==> config.mk <==
export PLATFORM = sky130hd
export DESIGN_NAME = chord_tone_synthesizer
export DESIGN_NICKNAME = d
export VERILOG_FILES = /design/src/rtl/ctsyn_pkg.sv /design/src/rtl/ctsyn_phase_mem.sv /design/src/rtl/ctsyn_wave.sv /design/src/rtl/chord_tone_synthesizer.sv
export SDC_FILE = /design/constraint.sdc
export NUM_CORES = 2
export LEC_CHECK = 0
export ABC_AREA = 1
export BUFFER_PORTS_ARGS = -buffer_cell sky130_fd_sc_hd__buf_4
export CORE_MARGIN = 5
export CORE_UTILIZATION = 45
export CTS_CLUSTER_SIZE = 24
export DETAILED_ROUTE_END_ITERATION = 7
export SYNTH_ARGS = -nofsm -noshare
export SYNTH_HDL_FRONTEND = slang
export SYNTH_SLANG_ARGS = --single-unit
==> constraint.sdc <==
create_clock -name i_clk -period 7.3 [get_ports i_clk]
set_input_delay 1.46 -clock i_clk [delete_from_list [all_inputs] [get_ports i_clk]]
set_output_delay 1.46 -clock i_clk [all_outputs]
set_load 0.01 [all_outputs]
==> src/rtl/ctsyn_pkg.sv <==
// Package for the chord tone synthesiser: widths, codes, pitch and sine tables.
// No dependencies; imported by every module of the block.
`default_nettype none
package ctsyn_pkg;

    localparam int CHANNELS_DEF        = 2;
    localparam int VOICES_DEF          = 4;
    localparam int SINE_TABLE_BITS_DEF = 8;

    localparam int NOTE_FIELDS = 4;
    localparam int NOTE_W      = 7;
    localparam int NOTE_CODES  = 108;
    localparam int PITCH_W     = 21;
    localparam int RATE_W      = 36;
    localparam int RATE_HALF   = 18;
    localparam int PHASE_W     = 32;
    localparam int WAVE_W      = 16;
    localparam int SUM_W       = 20;
    localparam int VOL_W       = 9;
    localparam int SAMPLE_W    = 16;
    localparam int IN_DATA_W   = 40;
    localparam int OUT_DATA_W  = 16;

    localparam logic [RATE_W-1:0] RATE_RESET = 36'd6382652534;
    localparam logic [VOL_W-1:0]  VOL_FULL   = 9'd256;
    localparam logic [NOTE_W-1:0] NOTE_REST  = 7'd127;
    localparam int Q14_ONE = 16384;

    localparam logic [1:0] WF_SINE     = 2'd0;
    localparam logic [1:0] WF_TRIANGLE = 2'd1;
    localparam logic [1:0] WF_SQUARE   = 2'd2;
    localparam logic [1:0] WF_SAW      = 2'd3;

    typedef logic [NOTE_W-1:0] t_note;

    // Top octave, C8 to B8, in Q8 Hz
    function automatic logic [PITCH_W-1:0] top_octave(input logic [3:0] semi);
        logic [PITCH_W-1:0] v;
        case (semi)
            4'd0:    v = 21'd1071618;
            4'd1:    v = 21'd1135340;
            4'd2:    v = 21'd1202851;
            4'd3:    v = 21'd1274376;
            4'd4:    v = 21'd1350154;
            4'd5:    v = 21'd1430439;
            4'd6:    v = 21'd1515497;
            4'd7:    v = 21'd1605613;
            4'd8:    v = 21'd1701088;
            4'd9:    v = 21'd1802240;
            4'd10:   v = 21'd1909407;
            4'd11:   v = 21'd2022946;
            default: v = '0;
        endcase
        return v;
    endfunction

    function automatic logic [PITCH_W-1:0] note_pitch(input t_note code);
        logic [3:0]          oct;
        logic [NOTE_W-1:0]   semi;
        logic [3:0]          sh;
        logic [PITCH_W:0]    v;
        oct = '0;
        for (int o = 1; o < 9; o++) begin
            if (code >= NOTE_W'(12 * o)) oct = 4'(o);
        end
        semi = code - NOTE_W'(12 * oct);
        sh   = 4'd8 - oct;
        v    = {1'b0, top_octave(semi[3:0])};
        if (sh != 4'd0) v = (v + ((PITCH_W+1)'(1) << (sh - 4'd1))) >> sh;
        if (code >= NOTE_W'(NOTE_CODES)) v = '0;
        return v[PITCH_W-1:0];
    endfunction

    // sin(pi/2 * t), t in Q16, result Q14
    function automatic longint unsigned quarter_sine(input longint unsigned t);
        longint unsigned tt;
        longint unsigned a;
        longint unsigned r;
        tt = (t * t) >> 16;
        a  = 64'd5026995 - ((tt * 64'd172271) >> 16);
        a  = 64'd85569306 - ((tt * a) >> 16);
        a  = 64'd693598668 - ((tt * a) >> 16);
        a  = 64'd1686629713 - ((tt * a) >> 16);
        r  = (t * a + (64'd1 << 31)) >> 32;
        if (r > 64'd16384) r = 64'd16384;
        return r;
    endfunction

    function automatic logic signed [WAVE_W-1:0] sine_entry(input int k, input int bits);
        int              qbits;
        int              quarter;
        int              q;
        longint unsigned t;
        longint unsigned v;
        qbits   = bits - 2;
        quarter = 1 << qbits;
        q       = k >> qbits;
        t       = longint'((k & (quarter - 1)) << (16 - qbits));
        if ((q & 1) != 0) t = 64'd65536 - t;
        v = quarter_sine(t);
        if ((q & 2) != 0) return -WAVE_W'(v);
        return WAVE_W'(v);
    endfunction

endpackage
`default_nettype wire

==> src/rtl/ctsyn_phase_mem.sv <==
// Voice phase store: synchronous RAM with registered read, per-entry valid bits.
// Depends on ctsyn_pkg.
`default_nettype none
module ctsyn_phase_mem #(
    parameter int DEPTH = 8,
    parameter int AW    = 3
) (
    input  wire logic                         i_clk,
    input  wire logic                         i_rst_n,
    input  wire logic                         i_rd_en,
    input  wire logic [AW-1:0]                i_rd_addr,
    output logic [ctsyn_pkg::PHASE_W-1:0]     o_rd_data,
    input  wire logic                         i_wr_en,
    input  wire logic [AW-1:0]                i_wr_addr,
    input  wire logic [ctsyn_pkg::PHASE_W-1:0] i_wr_data
);
    import ctsyn_pkg::*;

    logic [PHASE_W-1:0] r_mem [DEPTH];
    logic [DEPTH-1:0]   r_valid;
    logic [PHASE_W-1:0] r_rd;
    logic               r_rd_valid;

    always_ff @(posedge i_clk) begin
        if (i_wr_en) r_mem[i_wr_addr] <= i_wr_data;
        if (i_rd_en) r_rd <= r_mem[i_rd_addr];
    end

    always_ff @(posedge i_clk) begin
        if (!i_rst_n) begin
            r_valid    <= '0;
            r_rd_valid <= 1'b0;
        end else begin
            if (i_wr_en) r_valid[i_wr_addr] <= 1'b1;
            if (i_rd_en) r_rd_valid <= r_valid[i_rd_addr];
        end
    end

    // unwritten entries read as zero
    assign o_rd_data = r_rd_valid ? r_rd : '0;
endmodule
`default_nettype wire

==> src/rtl/ctsyn_wave.sv <==
// Waveform shaper: sine from a constant table, triangle, square and sawtooth from a phase.
// Depends on ctsyn_pkg.
`default_nettype none
module ctsyn_wave #(
    parameter int SINE_TABLE_BITS = 8
) (
    input  wire logic [1:0]                          i_form,
    input  wire logic [ctsyn_pkg::PHASE_W-1:0]       i_phase,
    output logic signed [ctsyn_pkg::WAVE_W-1:0]      o_wave
);
    import ctsyn_pkg::*;

    localparam int SINE_LEN = 1 << SINE_TABLE_BITS;

    logic signed [WAVE_W-1:0] w_sine [SINE_LEN];
    logic [15:0]              w_u;
    logic signed [WAVE_W-1:0] w_tri;
    logic signed [WAVE_W-1:0] w_sq;
    logic signed [WAVE_W-1:0] w_saw;

    for (genvar k = 0; k < SINE_LEN; k++) begin : g_sine
        assign w_sine[k] = sine_entry(k, SINE_TABLE_BITS);
    end

    assign w_u = i_phase[31:16];

    always_comb begin
        if (w_u < 16'd16384)      w_tri = WAVE_W'(w_u);
        else if (w_u < 16'd49152) w_tri = WAVE_W'(17'd32768 - {1'b0, w_u});
        else                      w_tri = WAVE_W'(w_u);
        if (i_phase[30:0] == '0)  w_sq = '0;
        else if (!i_phase[31])    w_sq = WAVE_W'(Q14_ONE);
        else                      w_sq = -WAVE_W'(Q14_ONE);
        w_saw = {i_phase[31], i_phase[31:17]};
    end

    always_comb begin
        case (i_form)
            WF_SINE:     o_wave = w_sine[i_phase[PHASE_W-1 -: SINE_TABLE_BITS]];
            WF_TRIANGLE: o_wave = w_tri;
            WF_SQUARE:   o_wave = w_sq;
            WF_SAW:      o_wave = w_saw;
            default:     o_wave = '0;
        endcase
    end
endmodule
`default_nettype wire

==> src/rtl/chord_tone_synthesizer.sv <==
// Chord tone synthesiser top level: voice sequencer, phase update, mixer, output register.
// Depends on ctsyn_pkg, ctsyn_phase_mem and ctsyn_wave.
//
// Usage:
//   Slave stream: one transaction is one sample request. tuser carries the channel;
//   tdata carries restart, waveform, volume and four note codes.
//   Master stream: one transaction per request, tdata the clamped int16 sample,
//   tuser the channel echoed.
//   Configuration: i_cfg_we writes i_cfg_wdata to rate_scale; write only while idle.
// Flow:
//   The voices run one per cycle through a read, shape/multiply, write-back pipe on
//   the phase RAM; the next request waits until the pipe drains, as tready rises
//   again only once the sample is registered.
// Reset: rate_scale returns to its default, all voice phases read as zero.
// Stall: a finished sample waits in the output register; the next request is taken
//   and processed meanwhile, holding only at the final mix until the register frees.
`default_nettype none
module chord_tone_synthesizer #(
    parameter int CHANNELS        = ctsyn_pkg::CHANNELS_DEF,
    parameter int VOICES          = ctsyn_pkg::VOICES_DEF,
    parameter int SINE_TABLE_BITS = ctsyn_pkg::SINE_TABLE_BITS_DEF
) (
    input  wire logic                              i_clk,
    input  wire logic                              i_rst_n,
    input  wire logic                              s_axis_tvalid,
    output logic                                   s_axis_tready,
    // restart, waveform[2:1], volume[11:3], notes 1..4 at [18:12] [25:19] [32:26] [39:33]
    input  wire logic [ctsyn_pkg::IN_DATA_W-1:0]   s_axis_tdata,
    // channel
    input  wire logic                              s_axis_tuser,
    output logic                                   m_axis_tvalid,
    input  wire logic                              m_axis_tready,
    // sample
    output logic [ctsyn_pkg::OUT_DATA_W-1:0]       m_axis_tdata,
    // sample_channel
    output logic                                   m_axis_tuser,
    input  wire logic                              i_cfg_we,
    input  wire logic [ctsyn_pkg::RATE_W-1:0]      i_cfg_wdata
);
    import ctsyn_pkg::*;

    localparam int DEPTH = CHANNELS * VOICES;
    localparam int AW    = (DEPTH > 1) ? $clog2(DEPTH) : 1;
    localparam int VW    = (VOICES > 1) ? $clog2(VOICES) : 1;

    localparam logic [1:0] ST_IDLE  = 2'd0;
    localparam logic [1:0] ST_RUN   = 2'd1;
    localparam logic [1:0] ST_DRAIN = 2'd2;
    localparam logic [1:0] ST_MIX   = 2'd3;

    logic [1:0]          r_state, n_state;
    logic [RATE_W-1:0]   r_rate;
    logic [VW-1:0]       r_voice;
    logic                r_ch;
    logic                r_restart;
    logic [1:0]          r_form;
    logic [VOL_W-1:0]    r_vol;
    t_note               r_notes [NOTE_FIELDS];

    logic                r_s1_vld;
    logic [AW-1:0]       r_s1_addr;
    logic [PITCH_W-1:0]  r_s1_pitch;

    logic                r_s2_vld;
    logic [AW-1:0]       r_s2_addr;
    logic                r_s2_act;
    logic [PHASE_W-1:0]  r_s2_phase;
    logic signed [WAVE_W-1:0] r_s2_wave;
    logic [PITCH_W+RATE_HALF-1:0] r_s2_plo;
    logic [PITCH_W+RATE_HALF-1:0] r_s2_phi;

    logic signed [SUM_W-1:0] r_sum;
    logic                r_ovld;
    logic [SAMPLE_W-1:0] r_sample;
    logic                r_och;

    logic                w_in_acc;
    logic                w_out_free;
    t_note               w_code;
    logic [AW-1:0]       w_rd_addr;
    logic [PHASE_W-1:0]  w_rd_data;
    logic [PHASE_W-1:0]  w_phase_eff;
    logic signed [WAVE_W-1:0] w_wave;
    logic [PITCH_W+RATE_W-1:0] w_prod;
    logic [PHASE_W-1:0]  w_wr_data;
    logic signed [31:0]  w_mixed;
    logic signed [31:0]  w_shift;
    logic [SAMPLE_W-1:0] w_clamped;
    logic                w_slot;

    assign w_in_acc      = s_axis_tvalid && s_axis_tready;
    assign s_axis_tready = (r_state == ST_IDLE);
    assign w_out_free    = !r_ovld || m_axis_tready;

    always_comb begin
        w_code = NOTE_REST;
        for (int v = 0; v < NOTE_FIELDS; v++) begin
            if (int'(r_voice) == v) w_code = r_notes[v];
        end
    end

    assign w_slot    = (CHANNELS > 1) ? r_ch : 1'b0;
    assign w_rd_addr = AW'(int'(w_slot) * VOICES + int'(r_voice));

    ctsyn_phase_mem #(.DEPTH(DEPTH), .AW(AW)) u_mem (
        .i_clk     (i_clk),
        .i_rst_n   (i_rst_n),
        .i_rd_en   (r_state == ST_RUN),
        .i_rd_addr (w_rd_addr),
        .o_rd_data (w_rd_data),
        .i_wr_en   (r_s2_vld),
        .i_wr_addr (r_s2_addr),
        .i_wr_data (w_wr_data)
    );

    assign w_phase_eff = r_restart ? '0 : w_rd_data;

    ctsyn_wave #(.SINE_TABLE_BITS(SINE_TABLE_BITS)) u_wave (
        .i_form  (r_form),
        .i_phase (w_phase_eff),
        .o_wave  (w_wave)
    );

    assign w_prod    = (PITCH_W+RATE_W)'(r_s2_plo)
                     + ((PITCH_W+RATE_W)'(r_s2_phi) << RATE_HALF);
    assign w_wr_data = r_s2_act ? r_s2_phase + w_prod[24 +: PHASE_W] : r_s2_phase;

    assign w_mixed = 32'(r_sum) * $signed({1'b0, r_vol}) + 32'sd4194304;
    assign w_shift = w_mixed >>> 8;
    always_comb begin
        if (w_shift < -32'sd32768)     w_clamped = 16'h8000;
        else if (w_shift > 32'sd32767) w_clamped = 16'h7fff;
        else                           w_clamped = w_shift[SAMPLE_W-1:0];
    end

    always_comb begin
        n_state = r_state;
        case (r_state)
            ST_IDLE:  if (w_in_acc) n_state = ST_RUN;
            ST_RUN:   if (r_voice == VW'(VOICES - 1)) n_state = ST_DRAIN;
            ST_DRAIN: if (!r_s1_vld && !r_s2_vld) n_state = ST_MIX;
            ST_MIX:   if (w_out_free) n_state = ST_IDLE;
            default:  n_state = ST_IDLE;
        endcase
    end

    always_ff @(posedge i_clk) begin
        if (!i_rst_n) begin
            r_state  <= ST_IDLE;
            r_rate   <= RATE_RESET;
            r_s1_vld <= 1'b0;
            r_s2_vld <= 1'b0;
            r_ovld   <= 1'b0;
            r_voice  <= '0;
        end else begin
            r_state  <= n_state;
            if (i_cfg_we) r_rate <= i_cfg_wdata;
            r_s1_vld <= (r_state == ST_RUN);
            r_s2_vld <= r_s1_vld;
            if (r_state == ST_RUN) r_voice <= r_voice + 1'b1;
            else                   r_voice <= '0;
            if (r_state == ST_MIX && w_out_free) r_ovld <= 1'b1;
            else if (m_axis_tready)              r_ovld <= 1'b0;
        end
    end

    always_ff @(posedge i_clk) begin
        if (w_in_acc) begin
            r_ch      <= s_axis_tuser;
            r_restart <= s_axis_tdata[0];
            r_form    <= s_axis_tdata[2:1];
            r_vol     <= (s_axis_tdata[11:3] > VOL_FULL) ? VOL_FULL : s_axis_tdata[11:3];
            r_notes[0] <= s_axis_tdata[18:12];
            r_notes[1] <= s_axis_tdata[25:19];
            r_notes[2] <= s_axis_tdata[32:26];
            r_notes[3] <= s_axis_tdata[39:33];
            r_sum     <= '0;
        end else if (r_s2_vld && r_s2_act) begin
            r_sum <= r_sum + SUM_W'(r_s2_wave);
        end
        r_s1_addr  <= w_rd_addr;
        r_s1_pitch <= note_pitch(w_code);
        r_s2_addr  <= r_s1_addr;
        r_s2_act   <= (r_s1_pitch != '0);
        r_s2_phase <= w_phase_eff;
        r_s2_wave  <= w_wave;
        r_s2_plo   <= r_s1_pitch * r_rate[RATE_HALF-1:0];
        r_s2_phi   <= r_s1_pitch * r_rate[RATE_W-1:RATE_HALF];
        if (r_state == ST_MIX && w_out_free) begin
            r_sample <= w_clamped;
            r_och    <= r_ch;
        end
    end

    assign m_axis_tvalid = r_ovld;
    assign m_axis_tdata  = r_sample;
    assign m_axis_tuser  = r_och;

    a_ready_drained: assert property (@(posedge i_clk) disable iff (!i_rst_n)
        s_axis_tready |-> (!r_s1_vld && !r_s2_vld))
        else $error("request taken while voice pipe busy");
    a_busy_after_acc: assert property (@(posedge i_clk) disable iff (!i_rst_n)
        w_in_acc |=> !s_axis_tready)
        else $error("ready high right after acceptance");
    a_out_held: assert property (@(posedge i_clk) disable iff (!i_rst_n)
        (m_axis_tvalid && !m_axis_tready) |=> (m_axis_tvalid && $stable(m_axis_tdata)))
        else $error("stalled sample dropped or changed");
endmodule
`default_nettype wire
==> impl_results.md <==
* Outcome: finished, final reports clean
* Max Clk Rate at 149 MHz
* Fin nets at 8795
* WHS Endpoint: r_s2_addr[0]
* Share of cells above drive strength 1 at 0.0540
* Mapped cell area at 60800 um2
* CORE AREA at 134000 um2
* Root Buffer: clkbuf_16
* Family with the most delay on the worst path: adder cells
* Routed wl met2 at 84.0 mm
* CTS Buf Count at 61
* Largest net degree at the start of global routing at 90
* R2r startpoint: r_s1_pitch[9]
* Max incr delay on CP at 0.87 ns
* Tot GR Track Use at 0.256
* Endpoint type of the worst setup path: register
* Clock Sinks at 553
* Async SR Flop Fraction at 0
* Avg Cell Area, Syn at 8.02 um2
* Unrepaired setup endpoints after global routing: no
* Max-slew headroom at 0.0809
* Reg clk slew, reported paths at 0.07 ns
* Setup TNS at 0 ns
* Area of all sequential standard cells at 14500 um2
* Initial Util at 0.454
* First-pass GRT wire length at 287 mm
* Met3 routed WL at 11.7 mm
* Layout fillers at 13200
* Clock buffer depth at 3
* Placer Congestion at 0.998
* Initial antenna violation count at 0
* FF-to-FF setup slack at 0.58 ns
* Post-CTS Setup Inserts at 0
* Die X at 378 um
* Req. time, crit path at 7.93 ns
* Die height at 378 um
* Synthesized instance count at 7579
* Reg-to-Reg End: r_s2_plo[31]
* First DRT Iteration DRCs at 4168
* Final hold viol count at 0
* IO Port Bufs at 100
* Highest Signal Layer: met4
* Final Setup Violations at 0
* Remaining Overflow, GRT at 0
* Arr. time, crit path at 7.35 ns
* Vias in the first global route at 50500
* Cells along the critical path: buf_4, nand2_1, fa_1, inv_1, fa_1, inv_1, fa_1, inv_1, fa_1, inv_1, fa_1, inv_1, fa_1, ha_1, nand2_1, nor2_1, inv_1, nor3_1, a21oi_1, o21ai_0, a31oi_1, o21bai_1, xor2_1
* Biggest area consumer among synthesized cells: fa_1
* Most frequent cell after synthesis: nand2_1
* CP Buf/Inv Count at 7
* Final Cycle Share at 0.921
* Post-CTS Hold Buffers at 0
* Antenna viol nets, final at 0
* Reg2reg path depth at 23
* Drt first pass iters at 6
* Number of diodes at 0
* Post-CTS sizing at 0
* Vias per inst at 5.35
* DR vias at 49900
* Ports at 101
* Hold depth at 0
* Wl on met1 at 79.8 mm
* Seq/Total Area, Yosys at 0.239
* H-tree levels at 2
* Skew final at 0.0657 ns
* Netlist cell types at 68
* Max cap viols at 0
* Worst-skew pair later-pin latency at 0.71 ns
* Multi-input logic area at 39100 um2
* DRC violations left at 0
* Final WL at 182 mm
* Hold crit path type: reg2reg
* Die ar. at 143000 um2
* Final Critical Period at 6.72 ns
* Worst-path fanout max at 22
* CP Class: reg2reg
* Hpwl dp at 139 mm
* Yosys warning total at 0
* FP Rows at 134
* CP max-delay cell: dfxtp_1
* TritonCTS clock tree: yes
* Prevailing post-synth register cell: edfxtp_1
* Hold_sp: r_s1_addr[0]
* Top post-synthesis cells by count: nand2_1, inv_1, fa_1, nor2_1, ha_1
* #FFs+latches synth at 553
* Area growth, synth to finish at 7.79%
* Final Slew Violations at 0
* Number of flops mapped to enable cells by yosys at 346
* Synth area leaders: fa_1, edfxtp_1, nand2_1
* Synth top area share at 0.251
* Slew @ Worst Pin at 1.38 ns
* WL/cell at 19.5 um
* CP Launch Type: register
## worst register-to-register path, stage by stage, from the launching register on
cell and delay [ns]:
dfxtp_1 0.87, buf_4 0.46, nand2_1 0.14, fa_1 0.56, inv_1 0.05, fa_1 0.47, inv_1 0.05, fa_1 0.49
inv_1 0.05, fa_1 0.53, inv_1 0.05, fa_1 0.47, inv_1 0.05, fa_1 0.44, ha_1 0.35, nand2_1 0.08
nor2_1 0.10, inv_1 0.06, nor3_1 0.22, a21oi_1 0.13, o21ai_0 0.44, a31oi_1 0.25, o21bai_1 0.21, xor2_1 0.16
## routing by layer
metal	vias to the layer above	track usage
met1	24400	0.355
li1	23400	-
met4	0	0.0813
met3	309	0.0281
met2	1811	0.421
met5	-	0
## cell families (layout without fill, tap and decap cells)
| kind of cell | after synthesis | count (layout) | share of synthesized area |
|---|---|---|---|
| AND/OR/NAND/NOR | 2741 | 2741 | 0.182 |
| flip-flops | 553 | 553 | 0.239 |
| XOR/XNOR | 158 | 158 | 0.0231 |
| AO/OA/AOI/OAI | 1020 | 1020 | 0.0959 |
| buffers and inverters | 1910 | 1897 | 0.120 |
| other | 1 | 5 | 0.0000617 |
| adder cells (fa/ha/maj) | 1196 | 1196 | 0.340 |
## flip-flops by register name, summed over array words and instances, names as in the netlist, 8 cells and up
register and cells:
r_s2_plo 21, r_sum 20, r_s2_phase 32, u_mem.r_valid 8, u_mem.r_rd 32, r_s1_pitch 21
r_rate 36, r_notes 28, u_mem.r_mem 256, r_vol 9, m_axis_tdata 16, r_s2_wave 16
r_s2_phi 38
## through the flow
step | setup WS [ns] | area (um2) | std cells | utilization | hold slack (ns)
after CTS | 0.635 | 65500 | 9338 | 0.490 | 0.329
after global routing | 0.208 | 65500 | 9338 | 0.490 | 0.341
after floorplan | 1.29 | 60800 | 7583 | - | 0.310
final | 0.578 | 65500 | 9338 | 0.490 | 0.327
after detailed placement | 0.618 | 63400 | 9222 | 0.474 | 0.315
after global placement | 0.739 | 63400 | 9222 | 0.474 | 0.312
## area by class of cell
cell class / count / share of cell area
repair buffers: 212 / 0.0252
flip-flops and latches: 553 / 0.222
multi-input cells: 5120 / 0.597
well taps: 1768 / 0.0338
clock inverters: 33 / 0.00653
inverters: 1569 / 0.0899
clock buffers: 83 / 0.0260
## layout by cell type (no fill, tap or decap), drive strengths merged, types with 15 or more instances in the layout
master,n
o21a,15
nand4,48
o21bai,35
a21oi,322
nor3,43
nor4,16
ha,434
xor2,96
o221ai,19
edfxtp,346
buf,212
xnor2,62
fa,762
or2,19
dfxtp,207
o21ai,398
nand3,249
nor2,631
clkinv,21
inv,1571
a31oi,70
o22ai,42
clkbuf,83
nand2,1717
o211ai,40
## worst max-delay path by stage
stage                   startpoint            to  slack, ns  depth (start not counted)
floorplan           r_s1_pitch[12]  r_s2_phi[34]       1.29                         26
global placement     r_s1_pitch[9]  r_s2_plo[35]       0.74                         23
detailed placement   r_s1_pitch[9]  r_s2_plo[31]       0.62                         23
CTS                  r_s1_pitch[9]  r_s2_plo[31]       0.64                         23
global route         r_s1_pitch[8]  r_s2_plo[31]       0.21                         23
finish               r_s1_pitch[9]  r_s2_plo[31]       0.58                         23
Power is not shown: default switching activity piles up to over one toggle a cycle in this logic, so the estimate is an artifact.
